--- src/sv/cisc_pkg.sv ---
// -----------------------------------------------------------------------------
// cisc_pkg
// Types and constants of the CPU interrupt and sleep control block.
// -----------------------------------------------------------------------------
package cisc_pkg;

	localparam int ACT_W  = 3;
	localparam int JOY_W  = 8;
	localparam int IRQ_W  = 5;
	localparam int ADDR_W = 16;
	localparam int OUT_W  = 2;
	localparam int CYC_W  = 3;
	localparam int IDX_W  = 3;

	// joypad byte: active-low key lines and select lines
	localparam logic [JOY_W-1:0] JOY_KEY_MASK = 8'h0F;
	localparam logic [JOY_W-1:0] JOY_SEL_MASK = 8'h30;

	localparam logic [CYC_W-1:0] CYC_NONE = 3'd0;
	localparam logic [CYC_W-1:0] CYC_WAKE = 3'd4;
	localparam logic [CYC_W-1:0] CYC_IRQ  = 3'd5;

	// push frame is two bytes
	localparam logic [ADDR_W-1:0] PUSH_BYTES = 16'd2;

	typedef enum logic [ACT_W-1:0] {
		ACT_STEP      = 3'd0,
		ACT_EI        = 3'd1,
		ACT_DI        = 3'd2,
		ACT_EI_DELAY  = 3'd3,
		ACT_HALT      = 3'd4,
		ACT_STOP      = 3'd5
	} action_t;

	typedef enum logic [OUT_W-1:0] {
		OUTC_NONE  = 2'd0,
		OUTC_WAKE  = 2'd1,
		OUTC_TAKEN = 2'd2,
		OUTC_FETCH = 2'd3
	} outcome_t;

endpackage

--- src/sv/cpu_interrupt_and_sleep_control.sv ---
// -----------------------------------------------------------------------------
// cpu_interrupt_and_sleep_control
// Interrupt dispatch, halt and stop handling for a small 8-bit CPU core.
// -----------------------------------------------------------------------------
//
// Channel  Handshake            Payload
// -------  -------------------  ------------------------------------------------
// input    in_valid / in_ready  action, joypad_lines, irq_flags, irq_enables,
//                               prog_counter, stack_ptr
// output   out_valid/out_ready  outcome, cycle_count, clear_index, next_pc,
//                               next_sp, pushed_word
//
// One item per clock sustained while out_ready stays high; each item passes
// the input register _s1, then decision logic into the result register _q.
// Flag state (master enable, delayed enable, halted, stopped) updates as an
// item moves from _s1 into the result register, so items see it in order.
// A stalled result holds _s1, and in_ready drops only when both are full.
// arst_n clears valids and the four flags; payload registers are not reset.
//
module cpu_interrupt_and_sleep_control
	import cisc_pkg::*;
#(
	parameter int VECTOR_BASE = 64,
	parameter int NUM_SOURCES = 5
) (
	input  logic              clk,
	input  logic              arst_n,

	input  logic              in_valid,
	output logic              in_ready,
	input  logic [ACT_W-1:0]  action,
	input  logic [JOY_W-1:0]  joypad_lines,
	input  logic [IRQ_W-1:0]  irq_flags,
	input  logic [IRQ_W-1:0]  irq_enables,
	input  logic [ADDR_W-1:0] prog_counter,
	input  logic [ADDR_W-1:0] stack_ptr,

	output logic              out_valid,
	input  logic              out_ready,
	output logic [OUT_W-1:0]  outcome,
	output logic [CYC_W-1:0]  cycle_count,
	output logic [IDX_W-1:0]  clear_index,
	output logic [ADDR_W-1:0] next_pc,
	output logic [ADDR_W-1:0] next_sp,
	output logic [ADDR_W-1:0] pushed_word
);

	// only the low NUM_SOURCES request lines take part
	localparam int SRC_USED = (NUM_SOURCES < IRQ_W) ? NUM_SOURCES : IRQ_W;
	localparam logic [IRQ_W-1:0] SRC_MASK = IRQ_W'((1 << SRC_USED) - 1);
	localparam logic [ADDR_W-1:0] VEC_BASE = ADDR_W'(VECTOR_BASE);

	// input stage
	logic              valid_s1;
	logic [ACT_W-1:0]  action_s1;
	logic [JOY_W-1:0]  joy_s1;
	logic [IRQ_W-1:0]  flags_s1;
	logic [IRQ_W-1:0]  enables_s1;
	logic [ADDR_W-1:0] pc_s1;
	logic [ADDR_W-1:0] sp_s1;

	// CPU flags
	logic master_enable_q, enable_pending_q, is_halted_q, is_stopped_q;
	logic master_enable_d, enable_pending_d, is_halted_d, is_stopped_d;

	// result register
	logic              out_valid_q;
	outcome_t          outcome_q;
	logic [CYC_W-1:0]  cycles_q;
	logic [IDX_W-1:0]  idx_q;
	logic [ADDR_W-1:0] npc_q;
	logic [ADDR_W-1:0] nsp_q;
	logic [ADDR_W-1:0] pushed_q;

	outcome_t          outcome_d;
	logic [CYC_W-1:0]  cycles_d;
	logic [IDX_W-1:0]  idx_d;
	logic [ADDR_W-1:0] npc_d;
	logic [ADDR_W-1:0] nsp_d;
	logic [ADDR_W-1:0] pushed_d;

	logic              advance;
	logic [IRQ_W-1:0]  pending;
	logic [IDX_W-1:0]  pend_idx;
	logic              wake_req;
	logic              woke;
	logic              taken;
	logic [JOY_W-1:0]  joy_low;

	// result register frees when empty or being taken
	assign advance  = valid_s1 && (!out_valid_q || out_ready);
	assign in_ready = !valid_s1 || advance;

	always_ff @(posedge clk or negedge arst_n) begin
		if (!arst_n) begin
			valid_s1 <= 1'b0;
		end else if (in_ready) begin
			valid_s1 <= in_valid;
		end
	end

	always_ff @(posedge clk) begin
		if (in_valid && in_ready) begin
			action_s1  <= action;
			joy_s1     <= joypad_lines;
			flags_s1   <= irq_flags;
			enables_s1 <= irq_enables;
			pc_s1      <= prog_counter;
			sp_s1      <= stack_ptr;
		end
	end

	// lowest-numbered pending and enabled source wins
	assign pending = flags_s1 & enables_s1 & SRC_MASK;

	always_comb begin
		pend_idx = '0;
		for (int i = IRQ_W - 1; i >= 0; i--) begin
			if (pending[i]) begin
				pend_idx = IDX_W'(i);
			end
		end
	end

	// keys and selects are active low: need one of each pulled down
	assign joy_low  = ~joy_s1;
	assign wake_req = ((joy_low & JOY_KEY_MASK) != '0) && ((joy_low & JOY_SEL_MASK) != '0);

	always_comb begin
		master_enable_d  = master_enable_q;
		enable_pending_d = enable_pending_q;
		is_halted_d      = is_halted_q;
		is_stopped_d     = is_stopped_q;
		woke             = 1'b0;
		taken            = 1'b0;
		outcome_d        = OUTC_NONE;
		cycles_d         = CYC_NONE;
		idx_d            = '0;
		npc_d            = pc_s1;
		nsp_d            = sp_s1;
		pushed_d         = '0;

		unique case (action_s1)
			ACT_STEP: begin
				// stop masks interrupts entirely
				if (is_stopped_q) begin
					if (wake_req) begin
						is_stopped_d = 1'b0;
						woke         = 1'b1;
					end
				end else if ((pending != '0) && master_enable_q) begin
					is_halted_d = 1'b0;
					taken       = 1'b1;
				end

				// still asleep (or woke from stop into halt): nothing to report
				if (!is_stopped_d && !is_halted_d) begin
					priority if (taken) begin
						outcome_d = OUTC_TAKEN;
						cycles_d  = CYC_IRQ;
						idx_d     = pend_idx;
						pushed_d  = pc_s1;
						nsp_d     = sp_s1 - PUSH_BYTES;
						npc_d     = VEC_BASE + {{(ADDR_W-IDX_W-3){1'b0}}, pend_idx, 3'b000};
					end else if (woke) begin
						outcome_d = OUTC_WAKE;
						cycles_d  = CYC_WAKE;
					end else begin
						// delayed enable lands one step late
						if (enable_pending_q) begin
							master_enable_d  = 1'b1;
							enable_pending_d = 1'b0;
						end
						outcome_d = OUTC_FETCH;
					end
				end
			end
			ACT_EI:       master_enable_d  = 1'b1;
			ACT_DI:       master_enable_d  = 1'b0;
			ACT_EI_DELAY: enable_pending_d = 1'b1;
			ACT_HALT:     is_halted_d      = 1'b1;
			ACT_STOP:     is_stopped_d     = 1'b1;
			default: ;
		endcase
	end

	always_ff @(posedge clk or negedge arst_n) begin
		if (!arst_n) begin
			master_enable_q  <= 1'b0;
			enable_pending_q <= 1'b0;
			is_halted_q      <= 1'b0;
			is_stopped_q     <= 1'b0;
			out_valid_q      <= 1'b0;
		end else begin
			if (advance) begin
				master_enable_q  <= master_enable_d;
				enable_pending_q <= enable_pending_d;
				is_halted_q      <= is_halted_d;
				is_stopped_q     <= is_stopped_d;
				out_valid_q      <= 1'b1;
			end else if (out_ready) begin
				out_valid_q      <= 1'b0;
			end
		end
	end

	always_ff @(posedge clk) begin
		if (advance) begin
			outcome_q <= outcome_d;
			cycles_q  <= cycles_d;
			idx_q     <= idx_d;
			npc_q     <= npc_d;
			nsp_q     <= nsp_d;
			pushed_q  <= pushed_d;
		end
	end

	assign out_valid   = out_valid_q;
	assign outcome     = outcome_q;
	assign cycle_count = cycles_q;
	assign clear_index = idx_q;
	assign next_pc     = npc_q;
	assign next_sp     = nsp_q;
	assign pushed_word = pushed_q;

endmodule

--- config.mk ---
export PLATFORM = sky130hd
export DESIGN_NAME = cpu_interrupt_and_sleep_control
export DESIGN_NICKNAME = d
export VERILOG_FILES = /design/src/sv/cisc_pkg.sv /design/src/sv/cpu_interrupt_and_sleep_control.sv
export SDC_FILE = /design/constraint.sdc
export NUM_CORES = 1
export LEC_CHECK = 0
export BUFFER_PORTS_ARGS = -buffer_cell sky130_fd_sc_hd__buf_2
export CORE_MARGIN = 5
export CORE_UTILIZATION = 28
export DETAILED_ROUTE_END_ITERATION = 12
export GPL_TIMING_DRIVEN = 0
export PLACE_DENSITY = 0.46
export SLEW_MARGIN = 5
export SYNTH_ARGS = -nofsm -noshare
export SYNTH_HDL_FRONTEND = slang
export SYNTH_SLANG_ARGS = --single-unit
export TNS_END_PERCENT = 20
--- constraint.sdc ---
create_clock -name clk -period 4.15 [get_ports clk]
set_input_delay 0.415 -clock clk [delete_from_list [all_inputs] [get_ports clk]]
set_output_delay 0.415 -clock clk [all_outputs]
set_load 0.01 [all_outputs]
==> results.cfg, run 1 <==
[status]
outcome = finished clean

[critical_path]
critical_path_class = reg -> reg
endpoint_kind = flip-flop
critPathMaxFanout = 10
critPathArrivalTime_ps = 2620
cpPeakStageDelay_ps = 950
crit_path_top_delay_cell = a222oi_1
cp.required_ps = 4260
critPathLaunchType = flip-flop
cp_cell_sequence = a222oi_1, a211o_1, inv_1, buf_2, and2_1

[power]
ir_worst_vdd_v = 0.000175
p_leak_nw = 2.04
powerDensity_nw_per_um2 = 455
total_power_mw = 2.42

[die]
coreArea_um2 = 14600
start_util_pct = 28.7
rows = 44
dieArea_um2 = 17500
die_w_um = 132
ios = 115
die_h_um = 132

[cells_and_area]
n_antenna_cell = 0
layout.nets = 426
final_layout_size_suffix_gt1_share_pct = 37.5
final_cell_mix = buf_2, edfxtp_1, and2_1
final_common_cell = buf_2
fill_cells = 1425
area_delta_synth_final_pct = 26.9

[clocking]
clkTransAtPathRegs_ps = 70
cts_tree = done
cts_max_path_buffers = 2
cts_root_buffer = clkbuf_16
clock_latency_ps = 350
cts_sinks = 112
htree_levels = 3
cts_buffers = 9

[sta]
hold_violations = 0
period_needed_ps = 2510
rsz0062_at_grt = no
finalSetupViolCount = 0
min_period_over_period_pct = 60.6
clock_skew_ps = 8.38
final_max_slew_viol_count = 0
max_slew_margin_pct = 29.4
fin_hold_ws_ps = 231
tightest_slew_ps = 1060
finalSetupTns_ps = 0
max_freq_mhz = 398

[detailed_routing]
vias_per_cell = 4.29
dr_total_vias = 2391
drtPass1Iterations = 4
ant_nets = 0
finalWirelength_mm = 8.77
first_iter_violations = 117
drcViolationCount = 0
avgRoutedWirePerCell_um = 15.8

[worst_hold_path]
hp-class = in -> reg

[global_routing]
grt_first_pass_wirelength_mm = 13.7
grt_pass1_vias = 2548
overflow = 0
antenna_found_initial = 1
grt_usage_pct = 10.2
grt_max_degree = 29

[job]
maxCapViolCount = 0

[synth]
synth.avg_cell_area_um2 = 17.3
ys_ff_latch = 112
synth_nets = 301
yosysSeqAreaShare_pct = 79.5
async_flop_share_pct = 5.36
yosysUniqueCellTypes = 42
netlist_area_um2 = 4190
synth-edff-count = 106
synth_area_leaders = edfxtp_1, and2_1, dfrtp_1, xnor2_1, xor2_1
synth_top_area_share_pct = 75.9
synth_ff_type = edfxtp_1
yosysTopAreaCell = edfxtp_1
netlist_instances = 243
yosysWarnings = 0

[place]
portBuffers = 111
hpwlAfterDp_mm = 6.31
routabilityCongestion = 0.728
-- cell families after synthesis --
logic type / after synthesis / synth area share, %
adder cells (fa/ha/maj): 1 / 0.298
buffers and inverters: 15 / 1.58
flip-flops: 112 / 79.5
XOR/XNOR: 14 / 2.92
other: 1 / 0.0894
AND/OR/NAND/NOR: 73 / 10.4
AO/OA/AOI/OAI: 27 / 5.16
-- sequential cells by signal, indices dropped and copies added (netlist names), 3 cells and up --
name and count:
pushed_word 16, action_s1 3, clear_index 3, joy_s1 6, sp_s1 16, flags_s1 5, pc_s1 16, next_pc 16
next_sp 16, enables_s1 5
-- critical path: cells and delay by family, from the launching register on --
kind	cells	cell delay [ps]
AO/OA/AOI/OAI	2	1240
AND/OR/NAND/NOR	1	180
flip-flops	1	420
buffers and inverters	2	430
-- cells in the mapped netlist, drive strengths merged, types with 2 or more instances --
cell and instances:
nor2 8, nor4b 2, o41ai 2, nand2 11, inv 8, nand4 2
a2111oi 2, xnor2 7, o21ai 3, xor2 7, a22oi 2, a21o 3
edfxtp 106, clkbuf 2, a211oi 2, buf 5, or4b 2, nor4 5
nand2b 6, and2 28, nand3 4, dfrtp 6, a21oi 5
-- metal layers --
metal  part of all wire [%]  up-vias  global-route usage, %  wire [um]
met3                    6.5       14                   3.09        570
li1                       -     1162                      -          -
met1                     40     1138                   11.2       3500
met5                   0.15        -                      0         13
met2                     51       75                   17.3       4460
met4                    2.6        2                   6.11        232
-- repair_timing --
item	in CTS	in global routing
buffers inserted	0	0
setup endpoints to repair	0	0
hold buffers	1	0
endpoints found under the hold margin	6	0
gates resized for setup	0	0
-- metrics by stage --
step	util (%)	setup WS [ps]	std cells	cell area, um^2
5_1_grt	36.5	1430	557	5320
4_1_cts	36.5	1620	557	5320
3_5_place_dp	34.4	1630	540	5020
3_3_place_gp	34.1	1150	538	4980
2_1_floorplan	-	1800	243	4190
6_report	36.5	1640	557	5320
-- where the power goes --
group          internal, mW  switching (mW)  leakage, nW
clock network         0.469           0.388        0.142
logic                0.0799           0.115        0.797
registers              1.33          0.0346         1.10
-- worst paths after layout --
path / start / endpoint / slack (ps) / cells after the start
setup reg to reg: flags_s1[2] / pushed_word[11] / 1640 / 5
hold / removal: stack_ptr[0] / sp_s1[0] / 230 / 1
min in group asynchronous: arst_n / valid_s1 / 420 / 2
setup / recovery: flags_s1[2] / pushed_word[11] / 1640 / 5
max in group asynchronous: arst_n / is_halted_q / 3580 / 2
hold reg to reg: sp_s1[0] / next_sp[0] / 450 / 0
-- cell type report --
| class | instances | area [um^2] | area share, % |
|---|---|---|---|
| sequential | 112 | 3330 | 62.7 |
| multi-input combinational | 116 | 795 | 14.9 |
| timing repair buffer | 114 | 606 | 11.4 |
| clock buffer | 11 | 233 | 4.38 |
| tap | 184 | 230 | 4.33 |
| clock inverter | 5 | 56.3 | 1.06 |
| buffer | 7 | 36.3 | 0.682 |
| inverter | 8 | 30.0 | 0.565 |
(Power assumes the default switching activity.)
==> inputs of run 2 (changes only) <==
--- a/config.mk
+++ b/config.mk
@@ -10,7 +10,7 @@
 export CORE_UTILIZATION = 28
 export DETAILED_ROUTE_END_ITERATION = 12
 export GPL_TIMING_DRIVEN = 0
-export PLACE_DENSITY = 0.46
+export PLACE_DENSITY = 0.48
 export SLEW_MARGIN = 5
 export SYNTH_ARGS = -nofsm -noshare
 export SYNTH_HDL_FRONTEND = slang
==> constraint.sdc (replaced) <==
create_clock -name clk -period 2.25 [get_ports clk]
set_input_delay 0.225 -clock clk [delete_from_list [all_inputs] [get_ports clk]]
set_output_delay 0.225 -clock clk [all_outputs]
set_load 0.01 [all_outputs]
==> run 2 against run 1 <==
Net effect: die area unchanged; count of clock-buffer cells in the layout decreased by 2; maximum frequency increased by 17%; power increased by 85%; worst setup slack got worse by 1500 ps; sequential power increased by 84%; wire length decreased by 0.31%; global-route usage about the same; critical endpoint is now next_sp[7].
==> results.cfg, run 2 (synthesized netlist as in run 1, its figures left out) <==
[detailed_routing]
vias_per_cell = 4.27
first_iter_violations = 130
drtPass1Iterations = 4
avgRoutedWirePerCell_um = 15.4
ant_nets = 0
finalWirelength_mm = 8.75
drcViolationCount = 0
dr_total_vias = 2424

[sta]
tightest_slew_ps = 810
min_period_over_period_pct = 95.7
worst_slack_ps = 97.0
max_freq_mhz = 464
clock_skew_ps = 5.11
rsz0062_at_grt = no
period_needed_ps = 2150
finalSetupViolCount = 0
final_max_slew_viol_count = 0
max_slew_margin_pct = 45.9
hold_violations = 0
finalSetupTns_ps = 0

[power]
p_leak_nw = 2.09
ir_worst_vdd_v = 0.000329
powerDensity_nw_per_um2 = 823

[cells_and_area]
instances_no_fill = 568
final_cell_mix = buf_2, edfxtp_1, and2_1
fill_cells = 1396
layout.nets = 437
register_area_um2 = 3330
final_layout_size_suffix_gt1_share_pct = 40.6
multi_input_area_um2 = 816
final_common_cell = buf_2
n_antenna_cell = 0
final_area_um2 = 5430
area_delta_synth_final_pct = 29.5

[die]
start_util_pct = 28.7
coreArea_um2 = 14600
die_w_um = 132
ios = 115
dieArea_um2 = 17500
die_h_um = 132
rows = 44

[critical_path]
critical_path_class = reg -> reg
timing.rr.end = next_sp[7]
rr_worst_depth = 5
endpoint_kind = flip-flop
cp.required_ps = 2340
critPathLaunchType = flip-flop
r2r_slack_ps = 100
r2r_start = action_s1[0]
critPathArrivalTime_ps = 2250
critPathMaxFanout = 7

[worst_hold_path]
min_path_cells = 1
hold_start = stack_ptr[7]
holdPathEnd = sp_s1[7]
hp-class = in -> reg

[clocking]
cts_root_buffer = clkbuf_16
cts_buffers = 9
cts_sinks = 112
clock_latency_ps = 350
cts_tree = done
clkTransAtPathRegs_ps = 70
htree_levels = 3
cts_max_path_buffers = 2

[global_routing]
grt_usage_pct = 10.2
grt_first_pass_wirelength_mm = 13.6
antenna_found_initial = 0
overflow = 0
grt_max_degree = 52
grt_pass1_vias = 2574

[job]
maxCapViolCount = 0

[place]
dp.cells = 539
hpwlAfterDp_mm = 6.01
routabilityCongestion = 0.682
dpl_worst_slack_ps = -275
portBuffers = 111
place_area_um2 = 5010

[status]
outcome = finished clean
[run 2: cell count changes in the layout (fill, tap and decap cells not counted), sizes merged]
cell / delta
clkinv: +2
clkinvlp: +1
buf: +11
clkbuf: -2
inv: -1
[run 2: power by group]
group          internal (mW)  total, mW  leakage [nW]  switching [mW]
sequential              2.46       2.52          1.10          0.0668
clock                  0.854       1.56         0.144           0.710
combinational          0.167      0.383         0.850           0.216
[run 2: worst max-delay path, cell delays in order (launching register included)]
cell      delay (ps)
edfxtp_1         430
or3_1            380
buf_2            180
a2111o_2         480
nor4b_2          320
xor2_1           110
[run 2: how the worst max path moves through the flow]
stage,slack [ps],from,endpoint,cells past startpoint
floorplan,150,out_valid,clear_index[0],3
global placement,-440,out_valid,pushed_word[10],3
detailed placement,-280,flags_s1[2],pushed_word[9],5
CTS,30,action_s1[1],next_sp[9],5
global route,0.7,action_s1[0],next_sp[11],5
finish,100,action_s1[0],next_sp[7],5
[run 2: cell type report]
class	instances	share of cell area (%)
sequential	112	61.4
multi-input combinational	116	15.0
timing repair buffer	125	12.8
tap	184	4.24
clock buffer	9	4.15
clock inverter	7	1.13
buffer	7	0.668
inverter	8	0.622
[run 2: timing repair]
item,in CTS,in global routing
pin swaps,2,2
resized for setup,3,2
setup endpoints to repair,42,14
hold buffers,1,0
buffers inserted,3,8
endpoints found under the hold margin,6,0
[run 2: layer usage]
layer,up-vias,part of all wire [%],GRT usage (%)
met5,-,0,0
met4,0,2.4,5.37
met3,12,6.2,3.32
met2,75,49,16.0
met1,1152,43,12.5
li1,1185,-,-
[run 2: per-stage QoR]
step                utilization, %  power (mW)  hold WS, ps
CTS                           36.6        4.53         23.2
detailed placement            34.3        2.93         61.5
global route                  37.2        4.67         25.6
floorplan                        -        2.74        -70.6
finish                        37.2        4.47         44.4
global placement              34.1        2.92         58.0
==> inputs of run 3 (changes only) <==
--- a/config.mk
+++ b/config.mk
@@ -7,10 +7,10 @@
 export LEC_CHECK = 0
 export BUFFER_PORTS_ARGS = -buffer_cell sky130_fd_sc_hd__buf_2
 export CORE_MARGIN = 5
-export CORE_UTILIZATION = 28
+export CORE_UTILIZATION = 30
 export DETAILED_ROUTE_END_ITERATION = 12
 export GPL_TIMING_DRIVEN = 0
-export PLACE_DENSITY = 0.48
+export PLACE_DENSITY = 0.5
 export SLEW_MARGIN = 5
 export SYNTH_ARGS = -nofsm -noshare
 export SYNTH_HDL_FRONTEND = slang
==> run 3 against run 2 <==
Net effect: sequential cell count stayed put; clock power is 7% higher; die area is 6.2% lower; global-route usage hardly changed; via count is 1.3% lower; sequential power hardly changed; sequential share of layout area is 0.86 points higher; count of clock-buffer cells in the layout is 1 higher; utilization is 1.7 points higher; register-to-register slack hardly changed; critical path type unchanged.
==> results.cfg, run 3 (synthesized netlist as in run 1, its figures left out) <==
[status]
outcome = finished clean

[job]
maxCapViolCount = 0

[sta]
min_period_over_period_pct = 96.0
final_max_slew_viol_count = 0
hold_violations = 0
finalSetupTns_ps = 0
tightest_slew_ps = 1230
rsz0062_at_grt = yes
worst_slack_ps = 90.1
fin_hold_ws_ps = 48.9
period_needed_ps = 2160
max_freq_mhz = 463
max_slew_margin_pct = 18.3
clock_skew_ps = 6.08
finalSetupViolCount = 0

[global_routing]
overflow = 0
grt_first_pass_wirelength_mm = 12.6
grt_max_degree = 52
grt_pass1_vias = 2498
antenna_found_initial = 0
grt_usage_pct = 10.2

[critical_path]
endpoint_kind = flip-flop
crit_path_top_delay_cell = a2111o_2
cpPeakStageDelay_ps = 470
cp_cell_sequence = or3_1, buf_2, a2111o_2, nor4_1, xor2_1
cp.buffers_inverters = 1
critPathArrivalTime_ps = 2250
critPathMaxFanout = 7
cp.required_ps = 2340
critPathLaunchType = flip-flop
crit_family = simple AND/OR/NAND/NOR gates
critical_path_class = reg -> reg

[place]
portBuffers = 111
routabilityCongestion = 0.722
dp.cells = 535
place_area_um2 = 4990
dpl_worst_slack_ps = -265
hpwlAfterDp_mm = 5.83

[cells_and_area]
instances_no_fill = 555
fin_util_pct = 38.9
final_layout_size_suffix_gt1_share_pct = 39.2
n_antenna_cell = 0
final_cell_mix = buf_2, edfxtp_1, and2_1
layout.nets = 428
fill_cells = 1319
area_delta_synth_final_pct = 27.8
final_common_cell = buf_2
final_area_um2 = 5360

[die]
coreArea_um2 = 13800
rows = 43
dieArea_um2 = 16400
die_h_um = 128
die_w_um = 128
ios = 115
start_util_pct = 30.4

[detailed_routing]
avgRoutedWirePerCell_um = 14.9
drtPass1Iterations = 4
dr_total_vias = 2393
vias_per_cell = 4.31
drcViolationCount = 0
first_iter_violations = 97
finalWirelength_mm = 8.30
ant_nets = 0

[worst_hold_path]
hp-class = in -> reg

[power]
ir_worst_vdd_v = 0.000277
powerDensity_nw_per_um2 = 850
p_leak_nw = 2.04
total_power_mw = 4.55

[clocking]
cts_max_path_buffers = 2
cts_sinks = 112
htree_levels = 3
cts_root_buffer = clkbuf_16
cts_tree = done
cts_buffers = 9
clock_latency_ps = 350
clkTransAtPathRegs_ps = 70
-- run 3: what timing repair did --
item,in CTS,in global routing
resized for setup,3,1
pin swaps,1,2
hold buffers,1,0
setup endpoints to repair,39,9
setup buffers,3,0
hold endpoints to repair,6,0
-- run 3: routing by layer --
metal  global-route usage [%]  vias to the layer above  wire, um
li1                         -                     1165         -
met1                     11.6                     1141      3500
met2                     17.5                       75      4040
met3                     3.04                       12       596
met4                     4.87                        0       159
met5                        0                        -         0
-- run 3: worst paths after layout --
| check | start | endpoint | slack, ps | cells after the start |
|---|---|---|---|---|
| worst max-delay path | action_s1[1] | next_sp[15] | 90 | 5 |
| worst min-delay path | stack_ptr[6] | sp_s1[6] | 50 | 1 |
| worst max register to register | action_s1[1] | next_sp[15] | 90 | 5 |
| worst min register to register | sp_s1[0] | next_sp[0] | 430 | 0 |
| max in group asynchronous | arst_n | enable_pending_q | 1880 | 2 |
| min in group asynchronous | arst_n | is_halted_q | 230 | 2 |
-- run 3: cell type report --
class | instances | area, um^2 | share of cell area [%]
Timing Repair Buffer | 116 | 608 | 11.4
Clock buffer | 10 | 229 | 4.27
Sequential cell | 112 | 3330 | 62.2
Buffer | 7 | 36.3 | 0.677
Multi-Input combinational cell | 116 | 807 | 15.1
Tap cell | 180 | 225 | 4.20
Clock inverter | 6 | 83.8 | 1.57
Inverter | 8 | 33.8 | 0.631
-- run 3: report_power, final --
part / switching [mW] / internal [mW]
Clock: 0.703 / 0.970
Combinational: 0.206 / 0.149
Sequential: 0.0654 / 2.46
